--- config.mk ---
export PLATFORM = sky130hd
export DESIGN_NAME = cbm_ctrl
export DESIGN_NICKNAME = d
export VERILOG_FILES = /design/src/hw/rtl/cbm_pkg.sv /design/src/hw/rtl/cbm_ctrl.sv
export SDC_FILE = /design/constraint.sdc
export NUM_CORES = 1
export LEC_CHECK = 0
export BUFFER_PORTS_ARGS = -buffer_cell sky130_fd_sc_hd__buf_2
export CAP_MARGIN = 20
export CORE_ASPECT_RATIO = 0.8
export CORE_MARGIN = 3
export CORE_UTILIZATION = 38
export CTS_CLUSTER_SIZE = 14
export DETAILED_ROUTE_END_ITERATION = 10
export PLACE_DENSITY = 0.86
export SETUP_SLACK_MARGIN = 0.2
export SYNTH_ARGS = -nofsm -noshare
export SYNTH_HDL_FRONTEND = slang
export SYNTH_SLANG_ARGS = --single-unit
--- constraint.sdc ---
create_clock -name clk -period 2.65 [get_ports clk]
set_input_delay 0.795 -clock clk [delete_from_list [all_inputs] [get_ports clk]]
set_output_delay 0.795 -clock clk [all_outputs]
set_load 0.05 [all_outputs]
--- src/hw/rtl/cbm_pkg.sv ---
// ----------------------------------------------------------------------------
// cbm_pkg
// Shared types, codes and constants of the cartridge bank mapper.
// ----------------------------------------------------------------------------
package cbm_pkg;

    localparam int MAX_ROM_BANKS_DEF = 32;
    localparam int MAX_RAM_BANKS_DEF = 4;

    // byte offset bits inside one bank
    localparam int ROM_BANK_W = 14;
    localparam int RAM_BANK_W = 13;

    // address widths at the largest configuration
    localparam int ROM_ADDR_W = 19;
    localparam int RAM_ADDR_W = 15;

    localparam int CFG_DATA_W = 3;

    typedef enum logic [1:0] {
        CMD_READ  = 2'd0,
        CMD_WRITE = 2'd1,
        CMD_LOAD  = 2'd2,
        CMD_NONE  = 2'd3
    } cmd_t;

    typedef enum logic [1:0] {
        ST_OK        = 2'd0,
        ST_ROM_RANGE = 2'd1,
        ST_RAM_RANGE = 2'd2,
        ST_UNMAPPED  = 2'd3
    } status_t;

    typedef enum logic [1:0] {
        SRC_FIXED = 2'd0,
        SRC_ROM   = 2'd1,
        SRC_RAM   = 2'd2
    } src_t;

    typedef enum logic {
        CFG_ROM_SIZE = 1'b0,
        CFG_RAM_SIZE = 1'b1
    } cfg_index_t;

    // 8 KiB windows of the bus address space, address bits 15:13
    typedef enum logic [2:0] {
        WIN_RAM_EN   = 3'd0,
        WIN_ROM_BANK = 3'd1,
        WIN_UPPER    = 3'd2,
        WIN_MODE     = 3'd3,
        WIN_VRAM     = 3'd4,
        WIN_EXT_RAM  = 3'd5,
        WIN_WRAM     = 3'd6,
        WIN_HIGH     = 3'd7
    } window_t;

    localparam logic [3:0] RAM_EN_KEY = 4'hA;
    localparam logic [7:0] FILL_BYTE  = 8'hFF;

    // one decoded request, as handed from the bank logic to the datapath
    typedef struct packed {
        logic                  rom_we;
        logic                  rom_re;
        logic [ROM_ADDR_W-1:0] rom_addr;
        logic                  ram_we;
        logic                  ram_re;
        logic [RAM_ADDR_W-1:0] ram_addr;
        logic [7:0]            wdata;
        src_t                  src;
        status_t               status;
    } cbm_access_t;

    // value mod m for every 5-bit value, evaluated at elaboration
    function automatic logic [32*5-1:0] mod_table(input int m);
        logic [32*5-1:0] t;
        int r;
        t = '0;
        for (int i = 0; i < 32; i++)
        begin
            r = i;
            for (int k = 0; k < 32; k++)
            begin
                if (r >= m)
                begin
                    r = r - m;
                end
            end
            t[i*5 +: 5] = 5'(r);
        end
        return t;
    endfunction

endpackage

--- src/hw/rtl/cbm_ctrl.sv ---
// ----------------------------------------------------------------------------
// cbm_ctrl
// Size and bank registers and the address decode of one request.
// ----------------------------------------------------------------------------
module cbm_ctrl #(
    parameter int MAX_ROM_BANKS = cbm_pkg::MAX_ROM_BANKS_DEF,
    parameter int MAX_RAM_BANKS = cbm_pkg::MAX_RAM_BANKS_DEF
) (
    input  logic                          clk,
    input  logic                          rst_n,
    input  logic                          cfg_we,
    input  logic                          cfg_index,
    input  logic [cbm_pkg::CFG_DATA_W-1:0] cfg_data,
    input  logic                          accept,
    input  logic [1:0]                    cmd,
    input  logic [15:0]                   bus_address,
    input  logic [18:0]                   rom_load_address,
    input  logic [7:0]                    data_byte,
    output cbm_pkg::cbm_access_t          dec
);
    import cbm_pkg::*;

    localparam logic [32*5-1:0] MOD_TAB = mod_table(MAX_ROM_BANKS);

    logic [2:0] rom_code_reg, rom_code_next;
    logic [1:0] ram_code_reg, ram_code_next;
    logic       ram_en_reg, ram_en_next;
    logic [4:0] rom_bank_reg, rom_bank_next;
    logic [1:0] upper_reg, upper_next;
    logic       mode_reg, mode_next;

    logic [8:0] rom_raw;
    logic       rom_capped;
    logic [8:0] rom_cnt;
    logic [2:0] ram_cnt;
    logic [4:0] bank_wr;
    logic [6:0] low_bank;
    logic [1:0] ram_bank;
    window_t    win;
    cmd_t       op;

    always_comb
    begin
        rom_raw    = 9'd2 << rom_code_reg;
        rom_capped = rom_raw > 9'(MAX_ROM_BANKS);
        rom_cnt    = rom_capped ? 9'(MAX_ROM_BANKS) : rom_raw;
        case (ram_code_reg)
            2'd2:    ram_cnt = 3'd1;
            2'd3:    ram_cnt = 3'd4;
            default: ram_cnt = 3'd0;
        endcase
        if (ram_cnt > 3'(MAX_RAM_BANKS))
        begin
            ram_cnt = 3'(MAX_RAM_BANKS);
        end
    end

    always_comb
    begin
        rom_code_next = rom_code_reg;
        ram_code_next = ram_code_reg;
        if (cfg_we)
        begin
            unique case (cfg_index_t'(cfg_index))
                CFG_ROM_SIZE: rom_code_next = cfg_data[2:0];
                CFG_RAM_SIZE: ram_code_next = cfg_data[1:0];
                default:      rom_code_next = rom_code_reg;
            endcase
        end
    end

    always_comb
    begin
        op       = cmd_t'(cmd);
        win      = window_t'(bus_address[15:13]);
        low_bank = mode_reg ? {upper_reg, 5'd0} : 7'd0;
        ram_bank = mode_reg ? upper_reg : 2'd0;
        bank_wr  = (data_byte[4:0] == 5'd0) ? 5'd1 : data_byte[4:0];

        ram_en_next   = ram_en_reg;
        rom_bank_next = rom_bank_reg;
        upper_next    = upper_reg;
        mode_next     = mode_reg;

        dec          = '0;
        dec.wdata    = data_byte;
        dec.src      = SRC_FIXED;
        dec.status   = ST_OK;
        dec.rom_addr = {bank_wr, bus_address[13:0]};
        dec.ram_addr = {ram_bank, bus_address[12:0]};

        case (op)
            CMD_READ:
            begin
                if (!bus_address[15])
                begin
                    if (!bus_address[14])
                    begin
                        dec.rom_addr = {low_bank[4:0], bus_address[13:0]};
                        if ({2'd0, low_bank} < rom_cnt)
                        begin
                            dec.rom_re = 1'b1;
                            dec.src    = SRC_ROM;
                        end
                        else
                        begin
                            dec.status = ST_ROM_RANGE;
                        end
                    end
                    else
                    begin
                        dec.rom_addr = {rom_bank_reg, bus_address[13:0]};
                        if ({4'd0, rom_bank_reg} < rom_cnt)
                        begin
                            dec.rom_re = 1'b1;
                            dec.src    = SRC_ROM;
                        end
                        else
                        begin
                            dec.status = ST_ROM_RANGE;
                        end
                    end
                end
                else if (win == WIN_EXT_RAM)
                begin
                    if (ram_en_reg)
                    begin
                        if ({1'b0, ram_bank} < ram_cnt)
                        begin
                            dec.ram_re = 1'b1;
                            dec.src    = SRC_RAM;
                        end
                        else
                        begin
                            dec.status = ST_RAM_RANGE;
                        end
                    end
                end
                else
                begin
                    dec.status = ST_UNMAPPED;
                end
            end
            CMD_WRITE:
            begin
                case (win)
                    WIN_RAM_EN:   ram_en_next = (data_byte[3:0] == RAM_EN_KEY);
                    WIN_ROM_BANK: rom_bank_next = rom_capped ? MOD_TAB[bank_wr*5 +: 5]
                                                  : (bank_wr & 5'(rom_raw - 9'd1));
                    WIN_UPPER:    upper_next = data_byte[1:0];
                    WIN_MODE:     mode_next = data_byte[0];
                    WIN_EXT_RAM:
                    begin
                        if (ram_en_reg)
                        begin
                            if ({1'b0, ram_bank} < ram_cnt)
                            begin
                                dec.ram_we = 1'b1;
                            end
                            else
                            begin
                                dec.status = ST_RAM_RANGE;
                            end
                        end
                    end
                    default: ;
                endcase
            end
            CMD_LOAD:
            begin
                dec.rom_addr = rom_load_address;
                if ({4'd0, rom_load_address[18:14]} < rom_cnt)
                begin
                    dec.rom_we = 1'b1;
                end
                else
                begin
                    dec.status = ST_ROM_RANGE;
                end
            end
            default: ;
        endcase
    end

    always_ff @(posedge clk or negedge rst_n)
    begin
        if (!rst_n)
        begin
            rom_code_reg <= 3'd0;
            ram_code_reg <= 2'd0;
            ram_en_reg   <= 1'b0;
            rom_bank_reg <= 5'd1;
            upper_reg    <= 2'd0;
            mode_reg     <= 1'b0;
        end
        else
        begin
            rom_code_reg <= rom_code_next;
            ram_code_reg <= ram_code_next;
            if (accept)
            begin
                ram_en_reg   <= ram_en_next;
                rom_bank_reg <= rom_bank_next;
                upper_reg    <= upper_next;
                mode_reg     <= mode_next;
            end
        end
    end

endmodule

# ---- After elaboration in Yosys (flattened, before gate mapping)
# Index checks and enable logic that the tools add are counted.
dict set report word_totals {
  regBits 14
  input_bits 53
  output_inout_bits 50
  word_cells 73
}
dict set report classes {
  add_sub_neg 1
  mul 1
  order_cmp 6
  eq_ne 9
  n_shift 2
  mux 37
  bitwise 2
  reduce_logical 9
}
# operator n
set op_table {}
lappend op_table {{indexed part select 160 x 9 -> 5 bit (first input constant)} 1}
lappend op_table {{two-way mux 20 bit} 2}
lappend op_table {{one-hot mux 19 bit (2 select lines)} 1}
lappend op_table {{less-than comparator 5 x 9 -> 1 bit} 2}
lappend op_table {{two-way mux 1 bit} 16}
lappend op_table {{two-way mux 2 bit} 8}
lappend op_table {{two-way mux 4 bit} 3}
lappend op_table {{AND reduction 3 bit} 4}
lappend op_table {{two-way mux 5 bit} 2}
lappend op_table {{greater-than comparator 9 x 6 -> 1 bit (second input constant)} 1}
lappend op_table {{less-than comparator 7 x 9 -> 1 bit} 1}
lappend op_table {{two-way mux 9 bit} 1}
lappend op_table {{<< shifter 2 x 3 -> 9 bit (first input constant)} 1}
lappend op_table {{multiplier 5 x 3 -> 8 bit (second input constant)} 1}
lappend op_table {{two-way mux 7 bit} 1}
lappend op_table {{equality test 2 bit (second input constant)} 3}
lappend op_table {{equality test 3 x 2 -> 1 bit (second input constant)} 2}
lappend op_table {{one-hot mux 2 bit (3 select lines)} 1}
lappend op_table {{one-hot mux 3 bit (2 select lines)} 1}
lappend op_table {{bitwise AND 5 bit} 1}
lappend op_table {{logical NOT 5 bit} 1}
lappend op_table {{subtractor 5 x 1 -> 5 bit (second input constant)} 1}
lappend op_table {{equality test 4 bit (second input constant)} 1}
lappend op_table {{AND reduction 2 bit} 2}
lappend op_table {{9 further kinds} 9}

# ---- Logic depth before layout (Yosys ltp)
# Gate-level depths: netlist of run 1.
dict set report depth {
  ltp_word 10
  mapped_depth 9
  mapped_depth_nobuf 7
}

# ---- Worst setup path before layout of run 1
# No wires, ideal clock.
dict set report synth_path {
  kind {flip-flop to output port}
  startpoint {reg mode_reg}
  endpoint {out dec[48] (netlist bit)}
  arrival_ps 3511
  required_time_ps 1855
  slack_ps -1656
  stages_incl_launch_ff 8
  n_path_buf 1
  path_cell_list {dfrtp_1 > and2_1 > ha_1 > a21o_1 > a211oi_2 > a21oi_1 > nor4_1 > buf_4}
}
# item line_no
set synth_rtl {}
lappend synth_rtl {{from (decl)} cbm_ctrl.sv:30} ;# logic mode_reg, mode_next;
lappend synth_rtl {{from (signal assigned)} cbm_ctrl.sv:205} ;# mode_reg <= mode_next;
lappend synth_rtl {{to (decl)} cbm_ctrl.sv:19} ;# output cbm_pkg::cbm_access_t dec

==> impl_summary.log, run 1 <==
[metrics] fin util: 76.8%
[metrics] required time worst endpoint: 1.86 ns
[metrics] final setup TNS: -1.74 ns
[metrics] number of standard cells after synthesis: 204
[metrics] unrepaired setup endpoints after global routing: yes
[metrics] core region area: 3590 µm²
[metrics] CP Launch Type: flip-flop
[metrics] placer congestion estimate: 0.806
[metrics] area taken by flip-flops and latches: 352 µm²
[metrics] setup slack, reg-to-reg: 0.67 ns
[metrics] number of buffers created by CTS: 3
[metrics] ratio of total power to cell area: 449 nW/µm²
[metrics] cell at the root of the clock tree: sky130_fd_sc_hd__clkbuf_8
[metrics] total of flip-flops plus latches after synthesis: 14
[metrics] EDFF count, synth: 0
[metrics] Final Max Tran Viols: 0
[metrics] met1 capacity usage during global routing: 26.1%
[metrics] post-layout net count: 373
[metrics] synthesis-to-finish area growth: 84.5%
[metrics] count of cell types in the netlist: 38
[metrics] leakage power summed over all cells: 1.38 nW
[metrics] drt first-iter violations: 114
[metrics] Total Die Area: 4720 µm²
[metrics] crit-path most repeated cell: sky130_fd_sc_hd__buf_4
[metrics] count of synthesis-stage warnings from yosys: 0
[metrics] number of ports placed on the die boundary: 103
[metrics] area of placed instances: 2230 µm²
[metrics] Placed Cells incl. Taps: 346
[metrics] overall die width: 76.1 µm
[metrics] FF-to-FF path depth: 6
[metrics] clock tree skew after final layout: 0.00794 ns
[metrics] crit-path max FO: 5
[metrics] highest-utilization routing layer at the global route stage: met2
[metrics] DRT antenna net count: 0
[metrics] Crit path depth: 10
[metrics] worst endpoint data arrival time: 2.36 ns
[metrics] worst slack at placement: -0.203 ns
[metrics] met2 routing resource usage after global routing: 43.9%
[metrics] worst setup slack after layout: -0.503 ns
[metrics] number of buffers on the longest clock path: 2
[metrics] Filler Cell Count: 235
[metrics] number of vias after detailed routing: 1,918
[metrics] global routing met3 resource utilization: 5.76%
[metrics] post-synthesis sequential area ratio: 23.5%
[metrics] Hold Buf Count CTS: 0
[metrics] mean post-synth cell area: 7.32 µm²
[metrics] share of flip-flops with an asynchronous set or reset after synthesis: 100%
[metrics] share of the clock period used by the worst path after layout: 119%
[metrics] Post-Route WL: 6520 µm
[metrics] area used by multi-input combinational logic: 1280 µm²
[metrics] global-route wire length before repair: 8650 µm
[metrics] antenna cells: 0
[metrics] average detailed-routed wire length per instance: 18.1 µm
[metrics] largest vdd supply drop: 0.351 mV
[metrics] run status: finished, violations left
[metrics] Non-Filler Instances: 360
[metrics] Crit. Startpoint: rom_code_reg[2]$_DFFE_PN0P_
[metrics] via count of the first global-routing pass: 1,849
[metrics] worst setup path class: reg -> out
[metrics] worst reg2reg path startpoint: rom_code_reg[2]$_DFFE_PN0P_
[metrics] antenna violations before repair: 0
[metrics] final instance area: 2760 µm²
[metrics] routed vias/inst: 5.33
[metrics] clock tree from TritonCTS: yes
[metrics] capturing instance or port of the critical path: dec[0]
[metrics] number of input and output port buffers inserted: 96
[metrics] 1st-pass router iterations: 4
[metrics] clock-pin slew on the worst setup and hold paths: 0.06 ns
[metrics] CTS Sinks: 14
[metrics] Critical-path top delay cell: sky130_fd_sc_hd__dfrtp_1
[metrics] count of final setup violators: 4
[metrics] worst flop-to-flop path endpoint: rom_bank_reg[3]$_DFFE_PN0P_
[metrics] ordered cell list for the critical path: buf_4 > inv_4 > nand3_2 > ha_2 > o21ai_2 > a221o_1 > buf_4 > nand3b_1 > a32o_2 > buf_6
[metrics] Post-Synthesis Cell Area: 1490 µm²
[metrics] Detailed Place HPWL: 3980 µm
[metrics] flip-flop count of the largest register, all copies and words added: 5
[metrics] delay of the slowest critical-path stage: 0.41 ns
[metrics] die span in y: 62.1 µm
[metrics] class of the most critical hold timing path: in -> async
[metrics] fraction of final layout cells sized beyond drive strength 1: 65.6%
[metrics] starting density of the core: 41.6%
[metrics] DRC viols: 0
[metrics] total track usage: 23.1%
[metrics] buffering stage count on the worst path with inverters included: 4
[metrics] Setup crit end kind: output port
[metrics] pin count of the biggest net entering global routing: 15
[metrics] net count of the mapped netlist: 268
[metrics] family of cells with the greatest summed delay on the critical path: compound AO/OA/AOI/OAI gates
[metrics] H-Tree Depth: 1
[metrics] failing checks: negative setup slack
[metrics] later-pin clock latency in the skew report: 0.25 ns
[metrics] Final Hold Vio Count: 0
[metrics] most instantiated flip-flop cell in the synthesis netlist: sky130_fd_sc_hd__dfrtp_1
[metrics] fmax: 0.317 GHz
[metrics] Rows: 19
[metrics] number of maximum-capacitance violations: 0
[metrics] final global-route overflow total: 0
[metrics] Final Critical Period: 3.15 ns
## cell type report
cell class                      count  share of cell area [%]
Multi-Input combinational cell    154                    46.6
Inverter                            4                   0.726
Tap cell                           52                    2.36
Timing Repair Buffer              132                    35.6
Clock buffer                        4                    2.00
Sequential cell                    14                    12.8
## report_power, final
group / leakage (nW) / internal [mW] / total, mW / switching, mW
clock network: 0.0288 / 0.132 / 0.212 / 0.0802
logic: 1.17 / 0.307 / 0.740 / 0.433
registers: 0.176 / 0.250 / 0.286 / 0.0354
total: 1.38 / 0.689 / 1.24 / 0.549
## cell families (layout without fill, tap and decap cells)
| group | after synthesis | count (layout) | share of synthesized area (%) |
|---|---|---|---|
| buffers and inverters | 36 | 140 | 16.0 |
| flip-flops | 14 | 14 | 23.5 |
| AND/OR/NAND/NOR | 104 | 104 | 31.9 |
| multiplexers | 9 | 9 | 6.70 |
| AO/OA/AOI/OAI | 29 | 29 | 12.4 |
| other | 1 | 1 | 0.251 |
| adder cells (fa/ha/maj) | 11 | 11 | 9.21 |
## layer usage
metal	up-vias	part of all wire [%]
met1	944	38
met2	76	54
li1	871	-
met3	27	4.4
met4	0	3.7
met5	-	0
## cell usage after synthesis, types with 2 or more instances
cell type | instances | share of area [%]
sky130_fd_sc_hd__nor4bb_1 | 2 | 1.3
sky130_fd_sc_hd__nand3_1 | 4 | 1.3
sky130_fd_sc_hd__and2_1 | 2 | 0.84
sky130_fd_sc_hd__buf_2 | 8 | 2.7
sky130_fd_sc_hd__buf_4 | 23 | 12
sky130_fd_sc_hd__nor4_1 | 3 | 1.3
sky130_fd_sc_hd__nand2b_1 | 2 | 0.84
sky130_fd_sc_hd__mux2_2 | 5 | 3.8
sky130_fd_sc_hd__nor2_1 | 9 | 2.3
sky130_fd_sc_hd__ha_1 | 11 | 9.2
sky130_fd_sc_hd__nand2_1 | 69 | 17
sky130_fd_sc_hd__o21ai_0 | 14 | 4.7
sky130_fd_sc_hd__nor3_1 | 3 | 1.0
sky130_fd_sc_hd__nor2b_1 | 2 | 0.84
sky130_fd_sc_hd__a21oi_1 | 2 | 0.67
sky130_fd_sc_hd__inv_1 | 4 | 1.0
sky130_fd_sc_hd__dfrtp_1 | 13 | 22
sky130_fd_sc_hd__a22oi_1 | 4 | 2.0
sky130_fd_sc_hd__mux2_1 | 3 | 2.3
sky130_fd_sc_hd__or3_1 | 3 | 1.3
## layout by cell type (no fill, tap or decap), drive strengths merged, types with 2 or more instances in the layout
cell	Yosys	routed
nand2b	2	2
and2	2	2
nand2	69	69
nor3	3	3
nor2b	2	2
mux2	8	8
a211oi	2	2
nor4bb	2	2
ha	11	11
o21ai	15	15
nand3	4	4
inv	4	4
a21oi	2	2
dfrtp	13	13
a22oi	4	4
or3	3	3
buf	32	132
nor4	3	3
clkbuf	0	4
nor2	9	9
## metrics by stage
stage	hold WS (ns)	total power [mW]
5_1_grt	0.449	1.30
3_5_place_dp	0.481	0.865
2_1_floorplan	0.457	0.723
3_3_place_gp	0.469	0.848
6_report	0.438	1.24
4_1_cts	0.442	1.16
## worst min path at each step
stage	slack [ns]	to
5_1_grt	0.45	rom_bank_reg[1]$_DFFE_PN0P_
2_1_floorplan	0.46	rom_bank_reg[0]$_DFFE_PN1P_
4_1_cts	0.44	upper_reg[1]$_DFFE_PN0P_
3_3_place_gp	0.47	rom_bank_reg[0]$_DFFE_PN1P_
3_5_place_dp	0.48	rom_bank_reg[0]$_DFFE_PN1P_
6_report	0.44	upper_reg[0]$_DFFE_PN0P_
## repair_timing
item | in CTS | in global routing
gates resized for setup | 84 | 24
gates cloned | 1 | 0
endpoints found under the setup margin | 27 | 23
buffers inserted | 4 | 5
pin swaps | 18 | 15
Power figures use the tool's default switching activity.
==> inputs of run 2 (changes only) <==
Settings changed: CTS_BUF_LIST set to sky130_fd_sc_hd__clkbuf_16.
==> run 2 against run 1 <==
The run still ends with negative setup slack left. Global-route usage increased by 1.1 points. Final cell count increased by 1.7%. Critical path depth unchanged. Combinational power increased by 9.9%. Sequential share of layout area decreased by 1.2 points. Total power increased by 12%. Clock skew decreased by 0.0024 ns. Die area unchanged. Sequential power about the same. Utilization increased by 7.7 points. Register-to-register slack about the same. Largest cell class unchanged.
==> impl_summary.log, run 2 (synthesis results as in run 1) <==
[metrics] Rows: 19 (unchanged)
[metrics] failing checks: negative setup slack (unchanged)
[metrics] fmax: 0.319 GHz (was 0.317 GHz)
[metrics] average detailed-routed wire length per instance: 21.4 µm (was 18.1 µm)
[metrics] drt first-iter violations: 184 (was 114)
[metrics] DRC viols: 0 (unchanged)
[metrics] Total Die Area: 4720 µm² (unchanged)
[metrics] CTS Sinks: 14 (unchanged)
[metrics] leakage power summed over all cells: 1.50 nW (was 1.38 nW)
[metrics] cell at the root of the clock tree: sky130_fd_sc_hd__clkbuf_16 (was sky130_fd_sc_hd__clkbuf_8)
[metrics] Post-Route WL: 7830 µm (was 6520 µm)
[metrics] area of placed instances: 2230 µm² (unchanged)
[metrics] Placed Cells incl. Taps: 346 (unchanged)
[metrics] Final Hold Vio Count: 0 (unchanged)
[metrics] clock tree skew after final layout: 0.00556 ns (was 0.00794 ns)
[metrics] post-route met1 wirelength: 2610 µm (was 2450 µm)
[metrics] crit-path most repeated cell: sky130_fd_sc_hd__buf_4 (unchanged)
[metrics] Setup crit end kind: output port (unchanged)
[metrics] later-pin clock latency in the skew report: 0.25 ns (about the same)
[metrics] routed vias/inst: 5.77 (was 5.33)
[metrics] total track usage: 24.2% (was 23.1%)
[metrics] overall die width: 76.1 µm (unchanged)
[metrics] largest vdd supply drop: 0.530 mV (was 0.351 mV)
[metrics] flip-flop count of the largest register, all copies and words added: 5 (unchanged)
[metrics] post-layout net count: 379 (was 373)
[metrics] die span in y: 62.1 µm (unchanged)
[metrics] number of vias after detailed routing: 2,110 (was 1,918)
[metrics] synthesis-to-finish area growth: 103% (was 84.5%)
[metrics] final instance area: 3030 µm² (was 2760 µm²)
[metrics] run status: finished, violations left (unchanged)
[metrics] worst setup slack after layout: -0.484 ns (was -0.503 ns)
[metrics] Final Max Tran Viols: 0 (unchanged)
[metrics] met2 WL: 4100 µm (was 3540 µm)
[metrics] number of maximum-capacitance violations: 0 (unchanged)
[metrics] PnR Total Power: 1.39 mW (was 1.24 mW)
[metrics] ratio of total power to cell area: 459 nW/µm² (was 449 nW/µm²)
[metrics] Final Critical Period: 3.13 ns (was 3.15 ns)
[metrics] final setup TNS: -1.91 ns (was -1.74 ns)
[metrics] Hold Slack: 0.446 ns (was 0.438 ns)
[metrics] global-route wire length before repair: 9000 µm (was 8650 µm)
[metrics] DRT antenna net count: 0 (unchanged)
[metrics] Filler Cell Count: 157 (was 235)
[metrics] Non-Filler Instances: 366 (was 360)
[metrics] Detailed Place HPWL: 3980 µm (unchanged)
[metrics] required time worst endpoint: 1.86 ns (about the same)
[metrics] antenna violations before repair: 0 (unchanged)
[metrics] CP Launch Type: flip-flop (unchanged)
[metrics] via count of the first global-routing pass: 1,904 (was 1,849)
[metrics] worst setup path class: reg -> out (unchanged)
[metrics] core region area: 3590 µm² (unchanged)
[metrics] starting density of the core: 41.6% (unchanged)
[metrics] delay of the slowest critical-path stage: 0.43 ns (was 0.41 ns)
[metrics] WL met3: 645 µm (was 285 µm)
[metrics] number of buffers created by CTS: 3 (unchanged)
[metrics] placer congestion estimate: 0.806 (unchanged)
[metrics] area taken by flip-flops and latches: 352 µm² (unchanged)
[metrics] clock-pin slew on the worst setup and hold paths: 0.05 ns (was 0.06 ns)
[metrics] count of final setup violators: 4 (unchanged)
[metrics] number of input and output port buffers inserted: 96 (unchanged)
[metrics] fraction of final layout cells sized beyond drive strength 1: 71.3% (was 65.6%)
[metrics] Critical-path top delay cell: sky130_fd_sc_hd__dfrtp_1 (unchanged)
[metrics] fin util: 84.5% (was 76.8%)
[metrics] share of the clock period used by the worst path after layout: 118% (was 119%)
[metrics] most frequent cells in the layout: 64 x sky130_fd_sc_hd__buf_2, 34 x sky130_fd_sc_hd__nand2_1, 31 x sky130_fd_sc_hd__buf_4 (was 66 x sky130_fd_sc_hd__buf_2, 51 x sky130_fd_sc_hd__nand2_1, 41 x sky130_fd_sc_hd__buf_4)
[metrics] number of buffers on the longest clock path: 2 (unchanged)
[metrics] area used by multi-input combinational logic: 1370 µm² (was 1280 µm²)
[metrics] class of the most critical hold timing path: in -> async (unchanged)
[metrics] uppermost metal layer occupied by signal nets: met4 (unchanged)
[metrics] worst endpoint data arrival time: 2.34 ns (was 2.36 ns)
[metrics] antenna cells: 0 (unchanged)
[metrics] final global-route overflow total: 0 (unchanged)
[metrics] number of ports placed on the die boundary: 103 (unchanged)
[metrics] clock tree from TritonCTS: yes (unchanged)
[metrics] Hold Buf Count CTS: 0 (unchanged)
[metrics] worst slack at placement: -0.203 ns (unchanged)
[metrics] ordered cell list for the critical path: buf_4 > inv_4 > nand3_2 > ha_2 > o21ai_2 > a221o_1 > buf_4 > nand3b_1 > a32o_2 > buf_6 (unchanged)
[metrics] 1st-pass router iterations: 4 (unchanged)
[metrics] unrepaired setup endpoints after global routing: yes (unchanged)
[metrics] crit-path max FO: 5 (unchanged)
[metrics] most common cell after layout, fill and taps aside: sky130_fd_sc_hd__buf_2 (unchanged)
[metrics] H-Tree Depth: 1 (unchanged)
[metrics] pin count of the biggest net entering global routing: 15 (unchanged)
run 2: changes by cell type in the layout (fill, tap and decap cells not counted), moves of 2 or more:
cell / previous run / this run
sky130_fd_sc_hd__nand2_1: 51 / 34
sky130_fd_sc_hd__clkbuf_16: 0 / 3
sky130_fd_sc_hd__nand2_2: 6 / 16
sky130_fd_sc_hd__nand2_4: 12 / 19
sky130_fd_sc_hd__buf_6: 14 / 17
sky130_fd_sc_hd__clkbuf_8: 4 / 0
sky130_fd_sc_hd__buf_4: 41 / 31
sky130_fd_sc_hd__buf_8: 7 / 22
sky130_fd_sc_hd__buf_2: 66 / 64
run 2: worst paths after layout:
| check | start | end | slack (ns) | cells after the start |
|---|---|---|---|---|
| setup / recovery | rom_code_reg[2]$_DFFE_PN0P_ | dec[0] | -0.48 | 10 |
| hold / removal | rst_n | rom_bank_reg[4]$_DFFE_PN0P_ | 0.45 | 1 |
| max in group asynchronous | rst_n | rom_bank_reg[0]$_DFFE_PN1P_ | 1.91 | 1 |
| min in group clk | upper_reg[0]$_DFFE_PN0P_ | upper_reg[0]$_DFFE_PN0P_ | 0.53 | 1 |
| hold reg to reg | upper_reg[0]$_DFFE_PN0P_ | upper_reg[0]$_DFFE_PN0P_ | 0.53 | 1 |
| setup reg to reg | rom_code_reg[2]$_DFFE_PN0P_ | rom_bank_reg[3]$_DFFE_PN0P_ | 0.67 | 6 |
run 2: worst max-delay path: cells and delay by family, from the launching register on:
kind | cells | cell delay (ns)
AND/OR/NAND/NOR | 2 | 0.17
buffers and inverters | 4 | 0.57
flip-flops | 1 | 0.43
adder cells (fa/ha/maj) | 1 | 0.35
AO/OA/AOI/OAI | 3 | 0.58
run 2: power by group:
group	switching (mW)	internal (mW)	total (mW)	leakage, nW
sequential	0.0372	0.251	0.288	0.176
clock	0.0907	0.200	0.291	0.0385
combinational	0.469	0.344	0.813	1.29
total	0.597	0.795	1.39	1.50
run 2: metal layers:
| layer | up-vias | GRT usage, % |
|---|---|---|
| met1 | 1015 | 27.0 |
| met4 | 0 | 8.53 |
| met2 | 163 | 47.0 |
| met3 | 44 | 5.91 |
| li1 | 888 | - |
| met5 | - | 0 |
run 2: cell type report:
type,instances,share of cell area (%)
inverter,4,0.577
sequential,14,11.6
timing repair buffer,138,38.1
clock inverter,1,0.124
clock buffer,3,2.47
multi-input combinational,154,45.0
tap,52,2.14
run 2: timing repair:
item | CTS | global route
resized for setup | 85 | 86
setup endpoints to repair | 27 | 23
cloned | 1 | 0
pin swaps | 18 | 36
buffers inserted | 4 | 11
